**config.mk**
```make
export PLATFORM = sky130hd
export DESIGN_NAME = crsf_frame_builder_crc8_flat
export DESIGN_NICKNAME = d
export VERILOG_FILES = /design/src/sv/cfb_pkg.sv /design/src/sv/cfb_ifs.sv /design/src/sv/crsf_frame_builder_crc8.sv /design/src/sv/cfb_front.sv /design/src/sv/cfb_cmd_queue.sv /design/src/sv/cfb_back.sv /design/src/flat_wrapper.sv
export SDC_FILE = /design/constraint.sdc
export NUM_CORES = 1
export LEC_CHECK = 0
export BUFFER_PORTS_ARGS = -buffer_cell sky130_fd_sc_hd__buf_2
export CAP_MARGIN = 20
export CELL_PAD_IN_SITES_DETAIL_PLACEMENT = 0
export CELL_PAD_IN_SITES_GLOBAL_PLACEMENT = 1
export CORE_MARGIN = 4
export CORE_UTILIZATION = 35
export CTS_CLUSTER_SIZE = 12
export DETAILED_ROUTE_END_ITERATION = 12
export GPL_TIMING_DRIVEN = 0
export PLACE_DENSITY_LB_ADDON = 0.1
export SLEW_MARGIN = 25
export SYNTH_ARGS = -nofsm -noshare
export SYNTH_HDL_FRONTEND = slang
export SYNTH_SLANG_ARGS = --single-unit
```
**constraint.sdc**
```tcl
create_clock -name clk -period 8.56 [get_ports clk]
set_input_delay 1.284 -clock clk [delete_from_list [all_inputs] [get_ports clk]]
set_output_delay 1.284 -clock clk [all_outputs]
set_load 0.01 [all_outputs]
```
**src/sv/cfb_pkg.sv**
```systemverilog
// Shared types, constants and the CRC-8 step function of the CRSF frame builder.
package cfb_pkg;

	localparam logic [5:0] MAX_PAYLOAD  = 6'd60;
	localparam logic [7:0] LEN_OVERHEAD = 8'd2;
	localparam logic [7:0] CRC_RESET_POLY = 8'hD5;
	localparam logic [7:0] CRC_TOP_BIT  = 8'h80;
	localparam int unsigned QUEUE_DEPTH = 2;
	localparam int unsigned QPTR_W      = $clog2(QUEUE_DEPTH);
	localparam int unsigned QCNT_W      = $clog2(QUEUE_DEPTH + 1);

	// One classified input item, as handed from front to back.
	typedef struct packed {
		logic [7:0] dest;
		logic [7:0] ftype;
		logic [7:0] len_byte;
		logic [7:0] data;
		logic       first;     // header bytes go out ahead of the payload byte
		logic       has_data;  // payload byte goes out
		logic       last;      // CRC byte closes the frame after this item
	} cmd_t;

	// MSB-first CRC-8 over one byte.
	function automatic logic [7:0] crc_fold(input logic [7:0] crc, input logic [7:0] b,
		input logic [7:0] poly);
		logic [7:0] v;
		v = crc ^ b;
		for (int k = 0; k < 8; k++) begin
			v = ((v & CRC_TOP_BIT) != 8'd0) ? ((v << 1) ^ poly) : (v << 1);
		end
		return v;
	endfunction

endpackage

```
**src/sv/cfb_ifs.sv**
```systemverilog
// Channel interfaces: input items, output bytes and the configuration write channel.
interface cfb_in_if;
	logic       valid;
	logic       ready;
	logic [7:0] dest_address;
	logic [7:0] frame_type;
	logic [5:0] pay_len;
	logic [7:0] data_byte;
	modport source (output valid, dest_address, frame_type, pay_len, data_byte,
		input ready);
	modport sink (input valid, dest_address, frame_type, pay_len, data_byte,
		output ready);
endinterface

interface cfb_out_if;
	logic       valid;
	logic       ready;
	logic [7:0] out_byte;
	logic       last_of_run;
	logic       frame_end;
	modport source (output valid, out_byte, last_of_run, frame_end, input ready);
	modport sink (input valid, out_byte, last_of_run, frame_end, output ready);
endinterface

interface cfb_cfg_if;
	logic       valid;
	logic       ready;
	logic [7:0] wdata;
	modport source (output valid, wdata, input ready);
	modport sink (input valid, wdata, output ready);
endinterface

```
**src/sv/crsf_frame_builder_crc8.sv**
```systemverilog
// Top level of the CRSF frame builder with CRC-8.
//
// Usage:
//   item  : input channel, one payload byte per transaction. On the first
//           transaction of a frame dest_address, frame_type and
//           pay_len are also taken (length saturates at 60).
//   frame : output channel, one frame byte per transaction. last_of_run
//           marks the final byte caused by an input transaction, frame_end
//           marks the closing CRC byte.
//   cfg   : write channel for the CRC-8 polynomial; always ready.
// Path: an item is first written into the two-entry queue; its bytes are
//   then registered in the back end's output register before being offered.
// Throughput: one output byte per cycle from the back end unless stalled,
//   so a payload item gives one byte (two if it closes the frame), a frame's
//   first item four or five (header bytes, payload byte or CRC). The byte
//   serializer sets the rate; the two-entry queue lets the front keep going.
// Reset: idle between frames, CRC cleared, polynomial 0xD5, queue empty.
// Stall: when frame.ready is low the output byte holds; the queue fills
//   and item.ready drops once two commands are waiting.
module crsf_frame_builder_crc8 (
	input  logic       clk,
	input  logic       arst_n,
	cfb_in_if.sink     item,
	cfb_out_if.source  frame,
	cfb_cfg_if.sink    cfg
);

	logic [7:0]    poly_q;
	cfb_pkg::cmd_t front_cmd;
	cfb_pkg::cmd_t head_cmd;
	logic          push;
	logic          full;
	logic          head_valid;
	logic          pop;

	// Polynomial register; the user must write it only while the block is idle, the block does not enforce this.
	assign cfg.ready = 1'b1;

	always_ff @(posedge clk or negedge arst_n) begin
		if (!arst_n) begin
			poly_q <= cfb_pkg::CRC_RESET_POLY;
		end else if (cfg.valid && cfg.ready) begin
			poly_q <= cfg.wdata;
		end
	end

	// Front: classify items against frame position.
	cfb_front u_front (
		.clk      (clk),
		.arst_n   (arst_n),
		.item     (item),
		.cmd      (front_cmd),
		.cmd_push (push),
		.cmd_full (full)
	);

	// Decoupling queue.
	cfb_cmd_queue u_queue (
		.clk       (clk),
		.arst_n    (arst_n),
		.wr_cmd    (front_cmd),
		.push      (push),
		.full      (full),
		.rd_cmd    (head_cmd),
		.not_empty (head_valid),
		.pop       (pop)
	);

	// Back: byte serializer and CRC.
	cfb_back u_back (
		.clk        (clk),
		.arst_n     (arst_n),
		.poly       (poly_q),
		.head       (head_cmd),
		.head_valid (head_valid),
		.pop        (pop),
		.frame      (frame)
	);

endmodule

```
**src/sv/cfb_front.sv**
```systemverilog
// Front end: accepts input items, tracks frame position and classifies each item.
module cfb_front (
	input  logic          clk,
	input  logic          arst_n,
	cfb_in_if.sink        item,
	output cfb_pkg::cmd_t cmd,
	output logic          cmd_push,
	input  logic          cmd_full
);

	logic       in_frame_q;
	logic [5:0] bytes_left_q;
	logic [5:0] len_sat;
	logic [5:0] remaining;
	logic       accept;

	assign item.ready = !cmd_full;
	assign accept     = item.valid && item.ready;
	assign cmd_push   = accept;

	assign len_sat = (item.pay_len > cfb_pkg::MAX_PAYLOAD) ?
		cfb_pkg::MAX_PAYLOAD : item.pay_len;

	always_comb begin
		cmd.dest     = item.dest_address;
		cmd.ftype    = item.frame_type;
		cmd.len_byte = {2'b00, len_sat} + cfb_pkg::LEN_OVERHEAD;
		cmd.data     = item.data_byte;
		if (!in_frame_q) begin
			cmd.first    = 1'b1;
			cmd.has_data = (len_sat != 6'd0);
			remaining    = (len_sat != 6'd0) ? (len_sat - 6'd1) : 6'd0;
		end else begin
			cmd.first    = 1'b0;
			cmd.has_data = 1'b1;
			remaining    = bytes_left_q - 6'd1;
		end
		cmd.last = (remaining == 6'd0);
	end

	always_ff @(posedge clk or negedge arst_n) begin
		if (!arst_n) begin
			in_frame_q   <= 1'b0;
			bytes_left_q <= 6'd0;
		end else if (accept) begin
			in_frame_q   <= !cmd.last;
			bytes_left_q <= remaining;
		end
	end

endmodule

```
**src/sv/cfb_cmd_queue.sv**
```systemverilog
// Two-entry command queue between front and back.
module cfb_cmd_queue (
	input  logic          clk,
	input  logic          arst_n,
	input  cfb_pkg::cmd_t wr_cmd,
	input  logic          push,
	output logic          full,
	output cfb_pkg::cmd_t rd_cmd,
	output logic          not_empty,
	input  logic          pop
);

	cfb_pkg::cmd_t                     mem_q [cfb_pkg::QUEUE_DEPTH];
	logic [cfb_pkg::QPTR_W-1:0]        wr_ptr_q;
	logic [cfb_pkg::QPTR_W-1:0]        rd_ptr_q;
	logic [cfb_pkg::QCNT_W-1:0]        count_q;

	assign full      = (count_q == cfb_pkg::QCNT_W'(cfb_pkg::QUEUE_DEPTH));
	assign not_empty = (count_q != '0);
	assign rd_cmd    = mem_q[rd_ptr_q];

	always_ff @(posedge clk) begin
		if (push) begin
			mem_q[wr_ptr_q] <= wr_cmd;
		end
	end

	always_ff @(posedge clk or negedge arst_n) begin
		if (!arst_n) begin
			wr_ptr_q <= '0;
			rd_ptr_q <= '0;
			count_q  <= '0;
		end else begin
			if (push) begin
				wr_ptr_q <= (wr_ptr_q == cfb_pkg::QPTR_W'(cfb_pkg::QUEUE_DEPTH - 1)) ?
					'0 : wr_ptr_q + 1'b1;
			end
			if (pop) begin
				rd_ptr_q <= (rd_ptr_q == cfb_pkg::QPTR_W'(cfb_pkg::QUEUE_DEPTH - 1)) ?
					'0 : rd_ptr_q + 1'b1;
			end
			if (push && !pop) begin
				count_q <= count_q + 1'b1;
			end else if (pop && !push) begin
				count_q <= count_q - 1'b1;
			end
		end
	end

endmodule

```
**src/sv/cfb_back.sv**
```systemverilog
// Back end: serializes each command into frame bytes and runs the CRC.
module cfb_back (
	input  logic          clk,
	input  logic          arst_n,
	input  logic [7:0]    poly,
	input  cfb_pkg::cmd_t head,
	input  logic          head_valid,
	output logic          pop,
	cfb_out_if.source     frame
);

	typedef enum logic [2:0] {ST_DEST, ST_LEN, ST_TYPE, ST_DATA, ST_CRC} step_t;

	step_t      step_q;
	step_t      cur;
	step_t      nxt;
	logic       started_q;
	logic       done;
	logic [7:0] byte_sel;
	logic [7:0] crc_q;
	logic       out_valid_q;
	logic [7:0] out_byte_q;
	logic       last_q;
	logic       end_q;
	logic       advance;

	assign advance = head_valid && (!out_valid_q || frame.ready);
	assign pop     = advance && done;

	always_comb begin
		if (started_q) begin
			cur = step_q;
		end else if (head.first) begin
			cur = ST_DEST;
		end else if (head.has_data) begin
			cur = ST_DATA;
		end else begin
			cur = ST_CRC;
		end
		nxt  = ST_CRC;
		done = 1'b0;
		case (cur)
			ST_DEST: begin
				byte_sel = head.dest;
				nxt      = ST_LEN;
			end
			ST_LEN: begin
				byte_sel = head.len_byte;
				nxt      = ST_TYPE;
			end
			ST_TYPE: begin
				byte_sel = head.ftype;
				nxt      = head.has_data ? ST_DATA : ST_CRC;
			end
			ST_DATA: begin
				byte_sel = head.data;
				nxt      = ST_CRC;
				done     = !head.last;
			end
			ST_CRC: begin
				byte_sel = crc_q;
				done     = 1'b1;
			end
			default: begin
				byte_sel = crc_q;
				done     = 1'b1;
			end
		endcase
	end

	always_ff @(posedge clk or negedge arst_n) begin
		if (!arst_n) begin
			step_q      <= ST_DEST;
			started_q   <= 1'b0;
			crc_q       <= 8'd0;
			out_valid_q <= 1'b0;
			out_byte_q  <= 8'd0;
			last_q      <= 1'b0;
			end_q       <= 1'b0;
		end else begin
			if (advance) begin
				out_valid_q <= 1'b1;
				out_byte_q  <= byte_sel;
				last_q      <= done;
				end_q       <= (cur == ST_CRC);
				started_q   <= !done;
				step_q      <= nxt;
				case (cur)
					ST_TYPE: crc_q <= cfb_pkg::crc_fold(8'd0, head.ftype, poly);
					ST_DATA: crc_q <= cfb_pkg::crc_fold(crc_q, head.data, poly);
					ST_CRC:  crc_q <= 8'd0;
					default: crc_q <= crc_q;
				endcase
			end else if (frame.ready) begin
				out_valid_q <= 1'b0;
			end
		end
	end

	assign frame.valid       = out_valid_q;
	assign frame.out_byte    = out_byte_q;
	assign frame.last_of_run = last_q;
	assign frame.frame_end   = end_q;

endmodule

```
**src/flat_wrapper.sv**
```systemverilog
// flat-port wrapper written by rule: the top's interface ports become plain ports
module crsf_frame_builder_crc8_flat 
  (clk, arst_n, item_valid, item_dest_address, item_frame_type, item_pay_len, item_data_byte, item_ready, frame_valid, frame_out_byte, frame_last_of_run, frame_frame_end, frame_ready, cfg_valid, cfg_wdata, cfg_ready);
  cfb_in_if item_i ();
  cfb_out_if frame_i ();
  cfb_cfg_if cfg_i ();
  input  logic clk;
  input  logic arst_n;
  input wire logic [$bits(item_i.valid)-1:0] item_valid;
  input wire logic [$bits(item_i.dest_address)-1:0] item_dest_address;
  input wire logic [$bits(item_i.frame_type)-1:0] item_frame_type;
  input wire logic [$bits(item_i.pay_len)-1:0] item_pay_len;
  input wire logic [$bits(item_i.data_byte)-1:0] item_data_byte;
  output wire logic [$bits(item_i.ready)-1:0] item_ready;
  output wire logic [$bits(frame_i.valid)-1:0] frame_valid;
  output wire logic [$bits(frame_i.out_byte)-1:0] frame_out_byte;
  output wire logic [$bits(frame_i.last_of_run)-1:0] frame_last_of_run;
  output wire logic [$bits(frame_i.frame_end)-1:0] frame_frame_end;
  input wire logic [$bits(frame_i.ready)-1:0] frame_ready;
  input wire logic [$bits(cfg_i.valid)-1:0] cfg_valid;
  input wire logic [$bits(cfg_i.wdata)-1:0] cfg_wdata;
  output wire logic [$bits(cfg_i.ready)-1:0] cfg_ready;
  assign item_i.valid = item_valid;
  assign item_i.dest_address = item_dest_address;
  assign item_i.frame_type = item_frame_type;
  assign item_i.pay_len = item_pay_len;
  assign item_i.data_byte = item_data_byte;
  assign item_ready = item_i.ready;
  assign frame_valid = frame_i.valid;
  assign frame_out_byte = frame_i.out_byte;
  assign frame_last_of_run = frame_i.last_of_run;
  assign frame_frame_end = frame_i.frame_end;
  assign frame_i.ready = frame_ready;
  assign cfg_i.valid = cfg_valid;
  assign cfg_i.wdata = cfg_wdata;
  assign cfg_ready = cfg_i.ready;
  crsf_frame_builder_crc8 u_core (.clk(clk), .arst_n(arst_n), .item(item_i), .frame(frame_i), .cfg(cfg_i));
endmodule
```
==> metrics.md <==
| Metric | Value |
|---|---|
| # rows | `54` |
| GRT overflow | `0` |
| Layout Nets | `977` |
| FF+latch count, synth | `110` |
| RSZ-0062 raised after global routing | `no` |
| Post-CTS Resized | `0` |
| Critical-path cell list | `mux2i_2 -> mux2i_1 -> a211oi_2 -> or3_1 -> buf_4 -> a211oi_1 -> nor3_2 -> xor2_2 -> nand2_1 -> xnor2_2 -> xnor3_2 -> and4_1 -> a211oi_1 -> o21ai_1` |
| Global-route wire length before repair | `37.17 mm` |
| Hold Path Origin | `u_core.u_back.frame.last_of_run$_DFFE_PN0P_` |
| PortBufs | `53` |
| Delay of the slowest critical-path stage | `around 700 ps` |
| Clock Skew | `about 14 ps` |
| Crit. Startpoint | `u_core.u_queue.rd_ptr_q$_DFFE_PN0P_` |
| Register area share after synthesis | `0.3908` |
| WP data arrival | `slightly above 5000 ps` |
| TritonCTS clock tree | `built` |
| Max Cap Viol | `0` |
| Synth Warn # | `0` |
| Final period util | `0.5665` |
| EDFF count, synth | `between 60 and 70` |
| CTS buffer count | `9` |
| Peak fanout along the critical path | `8` |
| Filler Cells Inserted | `2241` |
| Syn_area_per_cell | `~9 um^2` |
| Top cell by count, worst path | `a211oi_1` |
| WP buf/inv | `1` |
| CP max-delay cell | `mux2i_1` |
| Vias per cell | `5.379` |
| P&R area growth vs syn | `12.28%` |
| Max-slew violation count | `0` |
| Nature of the critical path endpoint | `register` |
| Final ANT Viol Nets | `0` |
| Placer Congestion | `approximately 0.87` |
| Cell variety after synth | `89` |
| Slew margin rel. | `0.3952` |
| Post-CTS setup buffers | `0` |
| DPL Wire Length | `18.72 mm` |
| Worst skew pair latency | `350 ps` |
| Drt wl/cell | `19.75 um` |
| Top cell type by total area after synthesis | `edfxtp_1` |
| DIE AREA | `between 20000 and 30000 um^2` |
| Top-area cell type share of the netlist area | `0.2575` |
| Post-Synthesis Cell Area | `slightly below 8000 um^2` |
| Post-Syn Instances | `860` |
| Top cell family by delay on the critical path | `multiplexers` |
| Prevailing post-synth register cell | `edfxtp_1` |
| Commonest non-fill, non-tap cell in the layout | `nand2_1` |
| Most frequent cells in the layout | `nand2_1, xnor2_1, edfxtp_1` |
| Num Clock Sinks | `110` |
| Placement Cell Area | `8608 um^2` |
| Final Hold Viols | `0` |
| # placed instances | `1196` |
| WS Path Type | `register to register` |
| Gr usage total | `0.1926` |
| CP Launch Type | `register` |
| DR iter-0 viols | `382` |
| Initial Util | `0.3600` |
| Final Non-Filler Cells | `around 1.2k` |
| Die width | `about 160 um` |
| Top post-synthesis cells by area | `edfxtp_1, dfrtp_1, xnor2_1` |
| Fin crit period | `4849 ps` |
| FF-to-FF Start | `u_core.u_queue.rd_ptr_q$_DFFE_PN0P_` |
| Hold buffers post-CTS | `0` |
| Ant diodes | `0` |
| Worst hold-check path type | `register to register` |
| Vias | `6519` |
| Highest clock rate | `0.2062 GHz` |
| Count of final setup violators | `0` |
| Share of layout cells above drive strength 1 | `0.1481` |
| Reg clk slew, reported paths | `80 ps` |
| Post-layout util | `0.4042` |
| Asr flop ratio synth | `0.3818` |
| Routed WL | `23.94 mm` |
| Status | `finished, final reports clean` |
| DR pass1 iterations | `5` |
| H-tree Lvls | `3` |
| Finished Cell Area | `8904 um^2` |
| Core footprint | `22030 um^2` |
| CP required | `8780 ps` |
| Vert. Die Dim | `158.5 um` |
| # DRC | `0` |
| Root Buffer | `clkbuf_16` |
| I/O pin count | `56` |
| Antenna violations before repair | `0` |
| Worst Max-Slew Pin Slew | `900.7 ps` |
| Setup_tns | `0 ps` |
| Largest net degree at the start of global routing | `43` |
| Vias in the first global route | `between 6k and 7k` |
| CTS max path bufs | `2` |
## tightest hold or removal path, cell delays in order (launching register included)
cell	delay, ps
dfrtp_1	350
nand2_1	50
nand2_1	50
## metrics by stage
stage               worst slack, ps  hold slack (ps)
floorplan                      4660            448.5
global placement               3673            458.9
detailed placement             3700            465.5
CTS                            3630            484.5
global route                   3265            520.8
finish                         3711            478.8
## final timing paths
path / endpoint / slack, ps / cells past startpoint
worst max-delay path: u_core.u_back.crc_q[1]$_DFFE_PN0P_ / 3710 / 14
worst min-delay path: u_core.u_back.frame.last_of_run$_DFFE_PN0P_ / 480 / 2
worst max register to register: u_core.u_back.crc_q[1]$_DFFE_PN0P_ / 3710 / 14
worst min register to register: u_core.u_back.frame.last_of_run$_DFFE_PN0P_ / 480 / 2
max in group asynchronous: u_core.u_queue.rd_ptr_q$_DFFE_PN0P_ / 7210 / 1
min in group asynchronous: u_core.u_front.bytes_left_q[2]$_DFFE_PN0P_ / 930 / 1
## synth_stat cells (all sizes together), types with 7 or more instances
| cell | number |
|---|---|
| xnor2 | 79 |
| a21oi | 43 |
| nor2 | 57 |
| a211oi | 11 |
| buf | 21 |
| nand4 | 8 |
| clkbuf | 33 |
| o21ai | 54 |
| dfrtp | 37 |
| ha | 7 |
| nand3 | 20 |
| xnor3 | 7 |
| xor2 | 27 |
| a22oi | 9 |
| o22ai | 19 |
| a31oi | 11 |
| nand2 | 148 |
| mux2i | 38 |
| and3 | 9 |
| inv | 15 |
| edfxtp | 68 |
| o211ai | 12 |
| nor3 | 13 |
## state kept, by name, indices dropped and copies added (netlist names)
name	cells
u_core.poly_q	8
u_core.u_back.crc_q	8
u_core.u_back.frame.frame_end	1
u_core.u_back.frame.last_of_run	1
u_core.u_back.frame.out_byte	8
u_core.u_back.frame.valid	1
u_core.u_back.started_q	1
u_core.u_back.step_q	3
u_core.u_front.bytes_left_q	6
u_core.u_front.in_frame_q	1
u_core.u_queue.count_q	2
u_core.u_queue.mem_q	68
u_core.u_queue.rd_ptr_q	1
u_core.u_queue.wr_ptr_q	1
## metal layers
metal | vias up | GRT usage | wire [um]
met2 | 139 | 0.3116 | 11180
met5 | - | 0 | 0
met4 | 0 | 0.03046 | 154
met1 | 3129 | 0.2848 | 11780
met3 | 16 | 0.02066 | 829
li1 | 3235 | - | -
## logic make-up (layout without fill, tap and decap cells)
kind of cell	Yosys count	in the layout	synth area share
simple gates	299	299	0.1731
compound gates	215	215	0.1837
xor+xnor	113	113	0.1466
flops	110	110	0.3908
buf+inv	71	142	0.03787
mux	43	43	0.05601
fa+ha+maj	7	7	0.01104
other cells	2	3	0.0009470
## layout make-up
cell class,count,area [um^2],area share
Multi-Input combinational cell,680,4549,0.5110
Sequential cell,110,3099,0.3481
Tap cell,280,350.3,0.03935
Timing Repair Buffer,55,315.3,0.03541
Buffer,54,236.5,0.02656
Clock buffer,9,225.2,0.02530
Clock inverter,7,63.81,0.007167
Inverter,17,63.81,0.007167
Power is not shown: default switching activity piles up to over one toggle a cycle in this logic, so the estimate is an artifact.
